--- config.mk ---
export PLATFORM = sky130hd
export DESIGN_NAME = statement_tokenizer_paren_depth
export DESIGN_NICKNAME = d
export VERILOG_FILES = /design/src/rtl/stpd_pkg.sv /design/src/rtl/statement_tokenizer_paren_depth.sv /design/src/rtl/stpd_front.sv /design/src/rtl/stpd_queue.sv /design/src/rtl/stpd_back.sv
export SDC_FILE = /design/constraint.sdc
export NUM_CORES = 1
export LEC_CHECK = 0
export ABC_AREA = 1
export BUFFER_PORTS_ARGS = -buffer_cell sky130_fd_sc_hd__buf_2
export CELL_PAD_IN_SITES_DETAIL_PLACEMENT = 1
export CELL_PAD_IN_SITES_GLOBAL_PLACEMENT = 1
export CORE_MARGIN = 4
export CORE_UTILIZATION = 50
export CTS_CLUSTER_SIZE = 14
export DETAILED_ROUTE_END_ITERATION = 6
export PLACE_DENSITY_LB_ADDON = 0.1
export SLEW_MARGIN = 20
export SYNTH_ARGS = -nofsm -noshare
export SYNTH_HDL_FRONTEND = slang
export SYNTH_SLANG_ARGS = --single-unit
--- constraint.sdc ---
create_clock -name clk -period 15.4 [get_ports clk]
set_input_delay 4.62 -clock clk [delete_from_list [all_inputs] [get_ports clk]]
set_output_delay 4.62 -clock clk [all_outputs]
set_load 0.01 [all_outputs]
--- src/rtl/stpd_pkg.sv ---
`timescale 1ns / 1ps
// ---------------------------------------------------------------------------
// stpd_pkg
// Shared types and constants of the statement tokenizer.
// ---------------------------------------------------------------------------
package stpd_pkg;

  // Counters hold up to the largest supported limit (64).
  localparam int CNT_W   = 7;
  localparam int DEPTH_W = 6;
  localparam logic [DEPTH_W-1:0] DEPTH_MAX = 6'd63;

  // Request queue between front and back.
  localparam int QDEPTH = 4;
  localparam int QAW    = 2;

  // Character codes.
  localparam logic [7:0] CH_COMMA = 8'h2C;
  localparam logic [7:0] CH_SPACE = 8'h20;
  localparam logic [7:0] CH_LF    = 8'h0A;
  localparam logic [7:0] CH_LPAR  = 8'h28;
  localparam logic [7:0] CH_RPAR  = 8'h29;
  localparam logic [7:0] CH_SEMI  = 8'h3B;
  localparam logic [7:0] CH_NUL   = 8'h00;
  localparam logic [7:0] CH_EQ    = 8'h3D;
  localparam logic [7:0] CH_LT    = 8'h3C;
  localparam logic [7:0] CH_GT    = 8'h3E;
  localparam logic [7:0] CH_DOT   = 8'h2E;

  // Error codes.
  localparam logic [1:0] ERR_NONE    = 2'd0;
  localparam logic [1:0] ERR_UNBAL   = 2'd1;
  localparam logic [1:0] ERR_TOKENS  = 2'd2;
  localparam logic [1:0] ERR_TOOLONG = 2'd3;

  typedef struct packed {
    logic [4:0] idx;
    logic [4:0] pos;
    logic       has;
    logic [7:0] ch;
    logic       tend;
    logic       done;
    logic [5:0] count;
    logic [1:0] err;
    logic       last;
  } res_t;

  // One accepted character: one or two results.
  typedef struct packed {
    logic two;
    res_t r1;
    res_t r0;
  } desc_t;

endpackage

--- src/rtl/statement_tokenizer_paren_depth.sv ---
`timescale 1ns / 1ps
// ---------------------------------------------------------------------------
// statement_tokenizer_paren_depth
// Splits a statement, one character per request, into tokens, tracking
// parenthesis depth, and reports stored characters, token ends, statement
// end and errors as result requests.
// ---------------------------------------------------------------------------
//
//  channel | direction | handshake            | payload
//  --------+-----------+----------------------+---------------------------------
//  in_     | in        | in_valid / in_ready  | in_char
//  out_    | out       | out_valid / out_ready| token_index, char_pos, has_char,
//          |           |                      | out_char, token_end, stmt_done,
//          |           |                      | token_count, error_code, last
//
// Cycles: one character is taken per cycle while in_ready is high; the front
// updates depth and counters in the cycle it accepts. Results leave one per
// cycle from the back while out_ready is high; a character may yield two.
// Reset: synchronous, active low; counters, depth and queue pointers clear.
// Stalls: a four-deep request queue sits between front and back; in_ready
// drops only when it is full.
// ---------------------------------------------------------------------------
module statement_tokenizer_paren_depth import stpd_pkg::*; #(
  parameter int MAX_TOKENS    = 32,
  parameter int MAX_TOKEN_LEN = 32
) (
  input  logic       clk,
  input  logic       rst_n,
  input  logic       in_valid,
  output logic       in_ready,
  input  logic [7:0] in_char,
  output logic       out_valid,
  input  logic       out_ready,
  output logic [4:0] out_token_index,
  output logic [4:0] out_char_pos,
  output logic       out_has_char,
  output logic [7:0] out_char,
  output logic       out_token_end,
  output logic       out_stmt_done,
  output logic [5:0] out_token_count,
  output logic [1:0] out_error_code,
  output logic       out_last
);

  logic  acc, push, pop, full, nempty;
  desc_t wdesc, head;
  res_t  res;

  // Front is ready whenever the queue has room.
  assign in_ready = !full;
  assign acc      = in_valid && in_ready;

  stpd_front #(
    .MAX_TOKENS    (MAX_TOKENS),
    .MAX_TOKEN_LEN (MAX_TOKEN_LEN)
  ) u_front (
    .clk   (clk),
    .rst_n (rst_n),
    .acc   (acc),
    .chr   (in_char),
    .push  (push),
    .desc  (wdesc)
  );

  stpd_queue u_queue (
    .clk    (clk),
    .rst_n  (rst_n),
    .push   (push),
    .wdata  (wdesc),
    .pop    (pop),
    .full   (full),
    .nempty (nempty),
    .rdata  (head)
  );

  stpd_back u_back (
    .clk       (clk),
    .rst_n     (rst_n),
    .nempty    (nempty),
    .head      (head),
    .out_ready (out_ready),
    .out_valid (out_valid),
    .res       (res),
    .pop       (pop)
  );

  assign out_token_index = res.idx;
  assign out_char_pos    = res.pos;
  assign out_has_char    = res.has;
  assign out_char        = res.ch;
  assign out_token_end   = res.tend;
  assign out_stmt_done   = res.done;
  assign out_token_count = res.count;
  assign out_error_code  = res.err;
  assign out_last        = res.last;

endmodule

--- src/rtl/stpd_front.sv ---
`timescale 1ns / 1ps
// ---------------------------------------------------------------------------
// stpd_front
// Classifies each character, updates depth and counters, builds results.
// ---------------------------------------------------------------------------
module stpd_front import stpd_pkg::*; #(
  parameter int MAX_TOKENS    = 32,
  parameter int MAX_TOKEN_LEN = 32
) (
  input  logic       clk,
  input  logic       rst_n,
  input  logic       acc,
  input  logic [7:0] chr,
  output logic       push,
  output desc_t      desc
);

  logic [DEPTH_W-1:0] depth_r, depth_nxt;
  logic [CNT_W-1:0]   tok_r, tok_nxt;
  logic [CNT_W-1:0]   len_r, len_nxt;

  logic is_delim, is_lpar, is_rpar, is_term, is_sym, is_plain;
  logic open, c_vld, s_vld, e_vld, done;
  logic [1:0] err;
  logic [CNT_W-1:0] tok_aft, tok_cur, len_cur;
  res_t c_res, s_res, lst;

  always_comb begin
    is_delim = (chr == CH_COMMA) || (chr == CH_SPACE) || (chr == CH_LF);
    is_lpar  = (chr == CH_LPAR);
    is_rpar  = (chr == CH_RPAR);
    is_term  = (chr == CH_SEMI) || (chr == CH_NUL);
    is_sym   = (chr == CH_EQ) || (chr == CH_LT) || (chr == CH_GT) || (chr == CH_DOT);
    is_plain = !(is_delim || is_lpar || is_rpar || is_term || is_sym);

    open    = (len_r != '0);
    tok_aft = tok_r + CNT_W'(open);
    c_vld   = open && !is_plain;

    c_res       = '0;
    c_res.idx   = tok_r[4:0];
    c_res.pos   = len_r[4:0];
    c_res.tend  = 1'b1;

    s_res     = '0;
    s_vld     = 1'b0;
    done      = 1'b0;
    err       = ERR_NONE;
    depth_nxt = depth_r;
    tok_nxt   = tok_aft;
    len_nxt   = '0;
    tok_cur   = tok_aft;
    len_cur   = '0;

    priority if (is_lpar) begin
      if (depth_r != DEPTH_MAX) depth_nxt = depth_r + 1'b1;
    end else if (is_rpar) begin
      if (depth_r == '0) begin
        err = ERR_UNBAL;
      end else begin
        depth_nxt = depth_r - 1'b1;
        done      = (depth_r == DEPTH_W'(1));
      end
    end else if (is_term) begin
      done = 1'b1;
    end else if (is_sym) begin
      if (tok_aft >= CNT_W'(MAX_TOKENS)) begin
        err = ERR_TOKENS;
      end else begin
        s_vld      = 1'b1;
        s_res.idx  = tok_aft[4:0];
        s_res.has  = 1'b1;
        s_res.ch   = chr;
        s_res.tend = 1'b1;
        tok_nxt    = tok_aft + 1'b1;
      end
    end else if (is_plain) begin
      tok_nxt = tok_r;
      len_nxt = len_r;
      tok_cur = tok_r;
      len_cur = len_r;
      if (tok_r >= CNT_W'(MAX_TOKENS)) begin
        err = ERR_TOKENS;
      end else if (len_r >= CNT_W'(MAX_TOKEN_LEN)) begin
        err = ERR_TOOLONG;
      end else begin
        s_vld     = 1'b1;
        s_res.idx = tok_r[4:0];
        s_res.pos = len_r[4:0];
        s_res.has = 1'b1;
        s_res.ch  = chr;
        len_nxt   = len_r + 1'b1;
      end
    end else begin
      // plain delimiter: only the close of the open token
    end

    // Empty result carrying a statement end or an error.
    e_vld = (done || (err != ERR_NONE)) && !c_vld;
    if (e_vld) begin
      s_vld     = 1'b1;
      s_res     = '0;
      s_res.idx = tok_cur[4:0];
      s_res.pos = len_cur[4:0];
    end

    if (done || (err != ERR_NONE)) begin
      depth_nxt = '0;
      tok_nxt   = '0;
      len_nxt   = '0;
    end

    lst       = s_vld ? s_res : c_res;
    lst.done  = done;
    lst.count = done ? tok_aft[5:0] : 6'd0;
    lst.err   = err;
    lst.last  = 1'b1;

    desc.two = c_vld && s_vld;
    desc.r1  = lst;
    desc.r0  = (c_vld && s_vld) ? c_res : lst;
    push     = acc && (c_vld || s_vld);
  end

  always_ff @(posedge clk) begin
    if (!rst_n) begin
      depth_r <= '0;
      tok_r   <= '0;
      len_r   <= '0;
    end else if (acc) begin
      depth_r <= depth_nxt;
      tok_r   <= tok_nxt;
      len_r   <= len_nxt;
    end
  end

endmodule

--- src/rtl/stpd_queue.sv ---
`timescale 1ns / 1ps
// ---------------------------------------------------------------------------
// stpd_queue
// Small request queue decoupling the front from the result sequencer.
// ---------------------------------------------------------------------------
module stpd_queue import stpd_pkg::*; (
  input  logic  clk,
  input  logic  rst_n,
  input  logic  push,
  input  desc_t wdata,
  input  logic  pop,
  output logic  full,
  output logic  nempty,
  output desc_t rdata
);

  desc_t mem [QDEPTH];
  logic [QAW-1:0] wp_r, rp_r;
  logic [QAW:0]   cnt_r, cnt_nxt;

  assign full   = (cnt_r == (QAW+1)'(QDEPTH));
  assign nempty = (cnt_r != '0);
  assign rdata  = mem[rp_r];

  always_comb begin
    cnt_nxt = cnt_r;
    if (push && !pop) cnt_nxt = cnt_r + 1'b1;
    if (pop && !push) cnt_nxt = cnt_r - 1'b1;
  end

  always_ff @(posedge clk) begin
    if (push) mem[wp_r] <= wdata;
  end

  always_ff @(posedge clk) begin
    if (!rst_n) begin
      wp_r  <= '0;
      rp_r  <= '0;
      cnt_r <= '0;
    end else begin
      if (push) wp_r <= wp_r + 1'b1;
      if (pop)  rp_r <= rp_r + 1'b1;
      cnt_r <= cnt_nxt;
    end
  end

endmodule

--- src/rtl/stpd_back.sv ---
`timescale 1ns / 1ps
// ---------------------------------------------------------------------------
// stpd_back
// Issues the one or two results of the head request, one per cycle while out_ready is high.
// ---------------------------------------------------------------------------
module stpd_back import stpd_pkg::*; (
  input  logic  clk,
  input  logic  rst_n,
  input  logic  nempty,
  input  desc_t head,
  input  logic  out_ready,
  output logic  out_valid,
  output res_t  res,
  output logic  pop
);

  logic phase_r, phase_nxt;
  logic fire;

  always_comb begin
    out_valid = nempty;
    res       = phase_r ? head.r1 : head.r0;
    fire      = nempty && out_ready;
    pop       = fire && (phase_r || !head.two);
    phase_nxt = phase_r;
    if (fire) phase_nxt = !pop;
  end

  always_ff @(posedge clk) begin
    if (!rst_n) begin
      phase_r <= 1'b0;
    end else begin
      phase_r <= phase_nxt;
    end
  end

endmodule

==> metrics.md <==
| Metric | Value |
|---|---|
| Status | `finished, final reports clean` |
| Post-cts resize count | `0` |
| WP data required | `10.78 ns` |
| Core area | `23,600 um2` |
| Setup violations, final | `0` |
| Final Hold Violating Endpoints | `0` |
| Fin crit period | `7.77 ns` |
| Vias | `8,513` |
| Largest net degree at the start of global routing | `95` |
| Sink Count | `270` |
| Slew headroom | `31.0%` |
| Worst endpoint data arrival time | `3.15 ns` |
| Netlist Area Pre-Place | `12,100 um2` |
| Power Total | `2.05 mW` |
| Number of top-level pins | `44` |
| Mean post-synth cell area | `10.6 um2` |
| Rows | `56` |
| P_leak | `4.96 nW` |
| Maxcap violations | `0` |
| CP Launch Type | `register` |
| Largest family of logic cells by synthesized area | `simple AND/OR/NAND/NOR gates` |
| Die Area | `26,700 um2` |
| Synth Instances | `1,136` |
| H-tree depth | `1` |
| GRT Total Usage | `23.9%` |
| Antenna viol nets, final | `0` |
| Post-synthesis mux area share | `0.0830%` |
| GPL Wtd Cong | `0.844` |
| DR pass1 iterations | `5` |
| TritonCTS buffer count | `29` |
| Initial Util | `51.1%` |
| Hold slack | `0.440 ns` |
| Layout area overhead | `12.4%` |
| FFs w/ async S/R, synth | `0%` |
| Post-Synth XOR/XNOR Area | `1.02%` |
| Worst-skew pair later-pin latency | `0.54 ns` |
| Post-Syn Nets | `1,164` |
| Clk root buf | `clkbuf_16` |
| RSZ-0062 raised after global routing | `no` |
| Post-CTS Setup Repair Bufs | `0` |
| Vias in the first global route | `9,078` |
| Post-Synth Adder-Cell Area | `1.72%` |
| Final core utilization | `57.4%` |
| HPWL Detailed | `19,500 um` |
| Die height | `163 um` |
| Initial antenna violation count | `0` |
| Synth Register Bits | `270` |
| Gr ovfl total | `0` |
| Share of layout cells above drive strength 1 | `13.3%` |
| Clock Path Buffers | `3` |
| Unique cell type count in the Yosys netlist | `40` |
| CTS tree | `yes` |
| Simple-gate share of the synthesized area | `17.2%` |
| Via density per instance | `5.66` |
| Largest fanout on the critical path | `68` |
| WL/cell | `21.1 um` |
| DRC | `0` |
| Slew @ Worst Pin | `1.03 ns` |
| Pwr dens | `151 nW/um2` |
| Routed WL | `31,700 um` |
| YS warnings | `0` |
| Final net count | `1,189` |
| Clock Pin Slew Worst Setup and Hold Paths | `0.05 ns` |
| Final setup TNS | `0 ns` |
| CP Class | `reg -> out` |
| Critical path capture point type | `primary output` |
| Synth Flop Type | `edfxtp_1` |
| Synth Area in Compound Gates | `11.1%` |
| Final period util | `50.5%` |
| Worst Hold Class | `reg -> reg` |
| PortBufs | `43` |
| CTS Hold Bufs | `0` |
| Max VDD drop | `0.151 mV` |
| Register area share after synthesis | `64.7%` |
| Max frequency | `0.129 GHz` |
| EDFF count, synth | `240` |
| DIE WIDTH | `163 um` |
| Worst Skew | `0.0194 ns` |
| Number of diodes | `0` |
| Wire length of the first global-routing pass | `50,000 um` |
| Final Max Tran Viols | `0` |
| Drt initial violations | `649` |
==> Yosys cell counts (3+ instances only) <==
master    instances  share of area, %
nor2_1          270               8.4
edfxtp_1        240                60
o21ai_0         138               5.7
nand2_1         104               3.2
inv_1            61               1.9
clkbuf_1         45               1.4
o22ai_1          31               1.6
dfxtp_1          30               5.0
a31oi_1          29               1.5
nand3_1          27               1.1
a21oi_1          26               1.1
ha_1             15               1.6
xor2_1           14               1.0
inv_2            12              0.37
nand4_1          11              0.57
nor3_1           11              0.46
o21ai_1           9              0.37
buf_1             8              0.25
nor2_2            8              0.41
nand2_4           6              0.56
nand3_2           6              0.50
nor2_8            6               1.0
nand2_2           5              0.26
buf_2             3              0.12
==> path summary, 6_finish.rpt <==
check,end,depth (start not counted),slack [ns],from
max,out_error_code[0],7,7.63,register
min,u_front.len_r[6],2,0.44,u_front.len_r[6]
max reg2reg,u_queue.mem[0][48],17,11.09,u_front.len_r[0]
min reg2reg,u_front.len_r[6],2,0.44,u_front.len_r[6]
==> cells in the final DEF, fill, tap and decap left out, drive strengths merged <==
cell type / count
a221oi: 2
nand3: 35
a21oi: 26
fa: 1
nor2: 285
nor3: 12
o21ai: 150
a22oi: 1
buf: 52
clkbuf: 32
edfxtp: 240
clkinvlp: 3
dfxtp: 30
a221o: 1
nand3b: 2
a31oi: 29
o211ai: 1
mux2i: 1
and2: 1
clkinv: 13
ha: 15
o221ai: 1
inv: 74
nand4: 11
o22ai: 31
nand2: 115
bufinv: 6
xor2: 14
==> registers in the layout, summed over array words and instances (netlist names), named ones only <==
register / flops
u_queue.wp_r: 2
u_back.phase_r: 1
u_queue.mem: 240
u_queue.rp_r: 2
u_queue.cnt_r: 3
u_front.tok_r: 7
u_front.len_r: 7
u_front.depth_r: 6
==> cell families after synthesis <==
logic type | count (synthesis)
compound gates | 242
xor+xnor | 14
fa+ha+maj | 16
buf+inv | 132
flops | 270
mux | 1
simple gates | 461
==> per-stage QoR <==
step | instance area [um2] | setup slack, ns | cells
after floorplan | 12100 | 6.74 | 1136
after global placement | 12600 | 7.60 | 1449
after detailed placement | 12600 | 7.50 | 1449
after CTS | 13600 | 7.61 | 1503
after global routing | 13600 | 7.39 | 1503
final | 13600 | 7.63 | 1503
==> area by class of cell <==
type	count	area [um2]
multi-input combinational	734	3780
fill	2507	10000
inverter	74	279
timing repair buffer	52	283
sequential	270	7810
clock buffer	32	737
tap	319	399
clock inverter	22	274
==> worst max-delay path: stages, from the launching register on <==
cell      delay [ns]
dfxtp_4         0.55
clkinv_2        0.63
buf_4           0.57
o21ai_0         0.24
o22ai_1         0.12
nor2_1          0.16
a31oi_1         0.08
buf_2           0.20
==> routing by layer <==
| metal | wire length [um] | up-vias | track usage [%] | part of all wire (%) |
|---|---|---|---|---|
| met5 | 0 | - | 0 | 0 |
| met4 | 500 | 0 | 5.26 | 1.6 |
| met3 | 1280 | 41 | 3.08 | 4.0 |
| met2 | 16300 | 181 | 43.3 | 51 |
| met1 | 13600 | 4286 | 30.9 | 43 |
| li1 | - | 4005 | - | - |
==> where the power goes <==
part,internal (mW),switching [mW],total (mW)
Clock,0.447,0.287,0.733
Sequential,0.871,0.0282,0.899
Combinational,0.123,0.295,0.418
No activity file was read; power rests on OpenSTA's default activity.
